==> src/sv/ocws_pkg.sv <==
// Shared types and constants for the omni chassis wheel speed pipeline.
// No dependencies.
package ocws_pkg;

   localparam int WHEEL_COUNT = 4;
   localparam int AXIS_COUNT  = 3;
   localparam int SPEED_WIDTH = 16;

   localparam int VEL_W   = 16;
   localparam int COEF_W  = 16;
   localparam int SCALE_W = 16;
   localparam int LIMIT_W = 15;
   localparam int PROD_W  = VEL_W + COEF_W;
   localparam int ACC_W   = PROD_W + 2;
   localparam int RPM_W   = ACC_W + SCALE_W + 1;
   localparam int MAG_W   = 48;
   localparam int FRAC    = 28;
   localparam int WHOLE_W = MAG_W - FRAC;
   localparam int NUM_W   = MAG_W + LIMIT_W;
   localparam int DIV_STEPS = LIMIT_W;
   localparam int CMP_W   = ((SPEED_WIDTH > WHOLE_W) ? SPEED_WIDTH : WHOLE_W) + 1;

   localparam int CSR_IDX_W  = 3;
   localparam int CSR_DATA_W = AXIS_COUNT * COEF_W;

   localparam logic [CSR_IDX_W-1:0] REG_COEFF_FL = 3'd0;
   localparam logic [CSR_IDX_W-1:0] REG_COEFF_FR = 3'd1;
   localparam logic [CSR_IDX_W-1:0] REG_COEFF_RL = 3'd2;
   localparam logic [CSR_IDX_W-1:0] REG_COEFF_RR = 3'd3;
   localparam logic [CSR_IDX_W-1:0] REG_RPM_SCALE = 3'd4;
   localparam logic [CSR_IDX_W-1:0] REG_RPM_LIMIT = 3'd5;

   localparam logic [SCALE_W-1:0] SCALE_RESET = 16'd8231;
   localparam logic [LIMIT_W-1:0] LIMIT_RESET = 15'd9000;

   typedef logic [WHEEL_COUNT-1:0][CSR_DATA_W-1:0] coeff_set_type;
   typedef logic signed [AXIS_COUNT-1:0][VEL_W-1:0] vel_type;

   typedef struct packed {
      logic                                 valid;
      logic                                 clip;
      logic [MAG_W-1:0]                     max;
      logic [WHEEL_COUNT-1:0]               neg;
      logic [WHEEL_COUNT-1:0][WHOLE_W-1:0]  whole;
      logic [WHEEL_COUNT-1:0][NUM_W-1:0]    num;
   } front_type;

   typedef struct packed {
      logic                                 clip;
      logic [WHEEL_COUNT-1:0]               neg;
      logic [WHEEL_COUNT-1:0][WHOLE_W-1:0]  whole;
   } side_type;

endpackage

==> src/sv/ocws_div.sv <==
// Pipelined restoring divider, one quotient bit per stage.
// Depends on ocws_pkg; quotient must fit in DIV_STEPS bits.
module ocws_div
   import ocws_pkg::*;
(
   input  logic                 clock,
   input  logic [NUM_W-1:0]     num,
   input  logic [MAG_W-1:0]     den,
   output logic [DIV_STEPS-1:0] quot
);

   logic [MAG_W-1:0]     rem_ff [DIV_STEPS];
   logic [DIV_STEPS-1:0] low_ff [DIV_STEPS];
   logic [DIV_STEPS-1:0] q_ff   [DIV_STEPS];
   logic [MAG_W-1:0]     den_ff [DIV_STEPS];

   logic [MAG_W-1:0]     rem_src [DIV_STEPS];
   logic [DIV_STEPS-1:0] low_src [DIV_STEPS];
   logic [DIV_STEPS-1:0] q_src   [DIV_STEPS];
   logic [MAG_W-1:0]     den_src [DIV_STEPS];
   logic [MAG_W:0]       trial   [DIV_STEPS];
   logic [MAG_W:0]       diff    [DIV_STEPS];
   logic                 ge      [DIV_STEPS];

   always_comb begin
      rem_src[0] = num[NUM_W-1:DIV_STEPS];
      low_src[0] = num[DIV_STEPS-1:0];
      q_src[0]   = '0;
      den_src[0] = den;
      for (int s = 1; s < DIV_STEPS; s++) begin
         rem_src[s] = rem_ff[s-1];
         low_src[s] = low_ff[s-1];
         q_src[s]   = q_ff[s-1];
         den_src[s] = den_ff[s-1];
      end
      for (int s = 0; s < DIV_STEPS; s++) begin
         trial[s] = {rem_src[s], low_src[s][DIV_STEPS-1]};
         diff[s]  = trial[s] - {1'b0, den_src[s]};
         ge[s]    = trial[s] >= {1'b0, den_src[s]};
      end
   end

   always_ff @(posedge clock) begin
      for (int s = 0; s < DIV_STEPS; s++) begin
         rem_ff[s] <= ge[s] ? diff[s][MAG_W-1:0] : trial[s][MAG_W-1:0];
         low_ff[s] <= {low_src[s][DIV_STEPS-2:0], 1'b0};
         q_ff[s]   <= {q_src[s][DIV_STEPS-2:0], ge[s]};
         den_ff[s] <= den_src[s];
      end
   end

   assign quot = q_ff[DIV_STEPS-1];

endmodule

==> config.mk <==
export PLATFORM = sky130hd
export DESIGN_NAME = ocws_div
export DESIGN_NICKNAME = d
export VERILOG_FILES = /design/src/sv/ocws_pkg.sv /design/src/sv/ocws_div.sv
export SDC_FILE = /design/constraint.sdc
export NUM_CORES = 2
export LEC_CHECK = 0
export BUFFER_PORTS_ARGS = -buffer_cell sky130_fd_sc_hd__clkbuf_2
export CORE_MARGIN = 2
export CORE_UTILIZATION = 60
export CTS_CLUSTER_SIZE = 30
export DETAILED_ROUTE_END_ITERATION = 12
export HOLD_SLACK_MARGIN = 0.06
export PLACE_DENSITY = 0.77
export SKIP_CTS_REPAIR_TIMING = 1
export SKIP_LAST_GASP = 1
export SLEW_MARGIN = 10
export SYNTH_ARGS = -nofsm -noshare
export SYNTH_HDL_FRONTEND = slang
export SYNTH_SLANG_ARGS = --single-unit
==> constraint.sdc <==
create_clock -name clock -period 4.46 [get_ports clock]
set_clock_uncertainty 0.15 [all_clocks]
set_input_delay 0.223 -clock clock [delete_from_list [all_inputs] [get_ports clock]]
set_output_delay 0.223 -clock clock [all_outputs]
set_load 0.03 [all_outputs]
; ---- After elaboration in Yosys (flattened, before gate mapping)
; Memory sizes are Yosys's and may differ from the RTL's.
; Cells that the tools add are included.
[classes]
add_sub_neg = 15
multipliers = 0
div_mod_pow = 0
n_lt_le_gt_ge = 15
eq_ne = 0
n_shift = 0
mux = 15
bitwise_logic = 0
n_reduce_logical = 0
[op_table]
columns = cell, n
row1 = greater-or-equal comparator 49 x 48 -> 1 bit, 15
row2 = 2-to-1 mux 48 bit, 15
row3 = subtractor 48 bit, 15
[word_totals]
regBits = 0
latchBits = 0
mem_bits_rw = 1875
rom_bits = 0
input_bits = 112
output_inout_bits = 15
n_memories = 4
[mem_list]
columns = name, depth, word_bits, read_ports, rd_clocked_by_memory_dff, write_ports, line_no
row1 = den_ff, 15, 48, 14, 0, 15, ocws_div.sv:15  ; logic [MAG_W-1:0] den_ff [DIV_STEPS];
row2 = rem_ff, 15, 48, 14, 0, 15, ocws_div.sv:12  ; logic [MAG_W-1:0] rem_ff [DIV_STEPS];
row3 = q_ff, 15, 15, 15, 0, 15, ocws_div.sv:14  ; logic [DIV_STEPS-1:0] q_ff [DIV_STEPS];
row4 = low_ff, 15, 14, 14, 0, 15, ocws_div.sv:13  ; logic [DIV_STEPS-1:0] low_ff [DIV_STEPS];

; ---- Logic depth before layout (Yosys ltp)
; An unclocked memory read counts as a cell.
[depth]
ltp_word = 3
depth_mapped = 17
ltp_nobuf = 14

; ---- Worst setup path before layout
; OpenSTA, ideal clock, no wires.
[synth_path]
path_type = reg2reg
from = memory low_ff[1][69] in the netlist's numbering
to = memory rem_ff[13][44] (netlist: rem_ff[1][284])
setup_time_ns = 0.079
arrival_ns = 3.312
required_time_ns = 4.231
path_slack_ns = 0.919
stages_incl_launch_ff = 15
path_cell_list = dfxtp_1 > inv_1 > ha_1 > fa_1 > nor2b_1 > o21ai_0 > a21oi_1 > o31ai_1 > o311ai_0 > nand4_1 > a21oi_1 > nor2_1 > o311ai_0 > mux2_2 > o211ai_1
[synth_lines]
columns = element, line_no
row1 = from (decl), ocws_div.sv:13
row2 = to (decl), ocws_div.sv:12

==> reports/summary.txt <==
Period utilization: 0.996
Fin. Hold Viols: 0
Vias in the first global route: 65067
Least-Margin Pin Slew: 1.03 ns
Fraction of layout instances using a drive strength above 1: 0.0990
Post-route ant nets: 0
Die area: 0.135 mm^2
Synth unique cells: 90
Syn_area_per_cell: 8.80 um^2
WL/cell: 19.1 um
Total Routed Length: 216 mm
Starting Density: 0.603
Port Buf Inserts: 126
Clk buf depth: 3
CTS sink count: 1569
Hold_ws: 0.0342 ns
Tmin final: 4.44 ns
Share of power burned in registers: 0.275
CTS clk-pin slew, worst paths: 0.06 ns
Die width: 367 um
EDFF count, synth: 0
FF+latch count, synth: 1569
DR iter-0 viols: 4044
Layout Utilization: 0.689
Comb power frac: 0.532
Drt pass-1 iters: 5
Pin count of the biggest net entering global routing: 89
Total core area: 0.131 mm^2
Core Rows: 133
Area grow syn2layout: 14.3%
Dpl hpwl: 167 mm
Critical path launch point type: input pin
Int Pwr: 44.7 mW
CP Class: input pin to flop
Leak: 42.7 nW
Switch share: 0.409
Non-filler instance count after layout: 11298
# fillers: 10314
Worst vdd ir: 0.486 mV
Outcome: finished, final reports clean
Final Power: 75.6 mW
Placed cells: 10786
Gr usage total: 0.304
Die Y: 367 um
CP arrival: 4.98 ns
Pre-CTS setup slack: 0.187 ns
Via count: 65107
Max Cap Violations: 0
I/O pin count: 127
Setup ws final: 0.0184 ns
First-pass GRT wire length: 330 mm
Num CTS Buffers: 163
Worst rel slew slack: 0.293
Commonest register cell after synthesis: dfxtp_1
# nets final: 10223
Drt drc: 0
Worst Setup End Kind: flop
Area of the multi-input gates: 0.0431 mm^2
Seq/Total Area, Yosys: 0.397
Clock power frac: 0.193
Pwr Density: 836 mW/mm^2
Syn Nets: 9830
Max frequency: 225 MHz
H-tree Lvls: 4
TritonCTS clock tree: built
Ys async rst share: 0
Max Slew Vio Count: 0
P_sw: 30.9 mW
Post-Syn Area: 0.0791 mm^2
Critical Path RT: 5.00 ns
Mapped Cells: 8984
Final GP Congestion: 0.990
Via density: 5.76
Total gr overflow: 0
FF+latch area: 0.0314 mm^2
Root Driver: clkbuf_16
Initial antenna violation count: 5
# setup viols final: 0
YS warnings: 0
Clk_lat worst skew: 0.82 ns
Class of the worst hold path: input pin to flop
Critical Path Fanout Max: 36
[cell families (layout without fill, tap and decap cells)]
| kind of cell | Yosys count | in the layout | share of synthesized area |
|---|---|---|---|
| compound gates | 2634 | 2634 | 0.208 |
| xor+xnor | 594 | 594 | 0.0658 |
| mux | 225 | 225 | 0.0319 |
| simple gates | 2021 | 2021 | 0.120 |
| fa+ha+maj | 734 | 734 | 0.117 |
| other cells | 0 | 27 | 0 |
| flops | 1569 | 1569 | 0.397 |
| buf+inv | 1207 | 1739 | 0.0592 |
[power by group through the flow]
| stage | registers (mW) | clock network [mW] | logic (mW) |
|---|---|---|---|
| after CTS | 20.8 | 14.8 | 39.6 |
| final | 20.8 | 14.6 | 40.2 |
| after floorplan | 20.1 | 0 | 29.6 |
| after detailed placement | 21.0 | 0 | 39.1 |
| after global routing | 21.2 | 15.4 | 44.2 |
| after global placement | 20.9 | 0 | 38.5 |
[cells in the mapped netlist, types with 14 or more instances]
master    count  area, um^2
and4_1       18         158
nor4_1       29         181
a221oi_1     20         175
nor2_1      646        2420
xnor2_1     355        3110
mux2_2      217        2440
o21ai_0     494        2470
nand2b_1     92         576
a21o_1      456        3420
and2_1       42         263
o31ai_1      40         300
xor2_1      239        2090
a31oi_1      98         613
a21oi_1     958        4790
dfxtp_1    1569       31400
a211oi_1     62         465
clkbuf_1    231         867
buf_4        25         188
and3_1       77         482
nand2_1     545        2050
buf_2        43         215
inv_1       893        3350
nand4_1     172        1080
fa_1         14         280
nand3_1     148         741
nor2b_1      89         557
ha_1        720        9010
a21boi_0     24         180
or2_2        31         194
nor3_1       66         330
o21a_1       88         661
o21bai_1    118         886
or3_1        23         144
a41oi_1      15         131
a211o_1      21         184
o31a_1       22         193
a31o_2       14         123
o211ai_1     36         270
[layout by cell type (no fill, tap or decap), types with 126 or more instances in the layout]
| cell type | n |
|---|---|
| clkbuf_16 | 164 |
| dfxtp_1 | 1569 |
| buf_4 | 217 |
| dlygate4sd3_1 | 181 |
| nand4_1 | 172 |
| nand3_1 | 148 |
| ha_1 | 720 |
| xnor2_1 | 355 |
| inv_1 | 893 |
| clkbuf_2 | 126 |
| a21o_1 | 455 |
| mux2_2 | 217 |
| a21oi_1 | 957 |
| nor2_1 | 646 |
| nand2_1 | 545 |
| xor2_1 | 239 |
| o21ai_0 | 493 |
[worst paths after layout]
| check | from | endpoint | slack [ns] | cells past startpoint |
|---|---|---|---|---|
| hold reg to reg | low_ff[0][67]$_DFF_P_ | low_ff[0][82]$_DFF_P_ | 0.16 | 0 |
| setup / recovery | den[1] | rem_ff[0][43]$_DFF_P_ | 0.02 | 17 |
| hold / removal | num[51] | rem_ff[0][37]$_DFF_P_ | 0.03 | 4 |
| setup reg to reg | den_ff[0][339]$_DFF_P_ | rem_ff[1][18]$_DFF_P_ | 0.16 | 16 |
[sequential cells by signal, indices dropped and copies added, names as in the netlist]
| signal | cells |
|---|---|
| den_ff | 672 |
| rem_ff | 672 |
| q_ff | 120 |
| low_ff | 105 |
[critical path, cell delays in order]
cell           delay, ns
dlygate4sd3_1       0.56
clkbuf_2            0.16
inv_1               0.08
ha_1                0.31
nor2b_1             0.18
o31a_1              0.33
o21ai_0             0.50
a21oi_1             0.28
o211ai_1            0.46
a2111oi_1           0.16
buf_4               0.18
o32a_1              0.36
a31oi_1             0.24
o21a_1              0.19
buf_4               0.39
a31oi_1             0.08
a32o_1              0.28
[layout make-up]
type	count	share of cell area
inverter	895	0.0372
clock inverter	89	0.0152
sequential	1569	0.347
tap	1755	0.0243
clock buffer	215	0.0504
multi-input combinational	6208	0.476
antenna	27	0.000747
timing repair buffer	540	0.0486
[routing by layer]
| layer | part of all wire | GRT usage | vias to the layer above |
|---|---|---|---|
| li1 | - | - | 32091 |
| met1 | 0.36 | 0.294 | 30156 |
| met2 | 0.51 | 0.580 | 2060 |
| met3 | 0.034 | 0.0328 | 800 |
| met4 | 0.092 | 0.247 | 0 |
| met5 | 0 | 0 | - |
[through the flow]
step,TNS [ns],cell area [um^2]
4_1_cts,0,88500
6_report,0,90400
5_1_grt,-0.162,90400
2_1_floorplan,0,79100
3_3_place_gp,0,82600
3_5_place_dp,0,82600
Power figures use the tool's default switching activity.
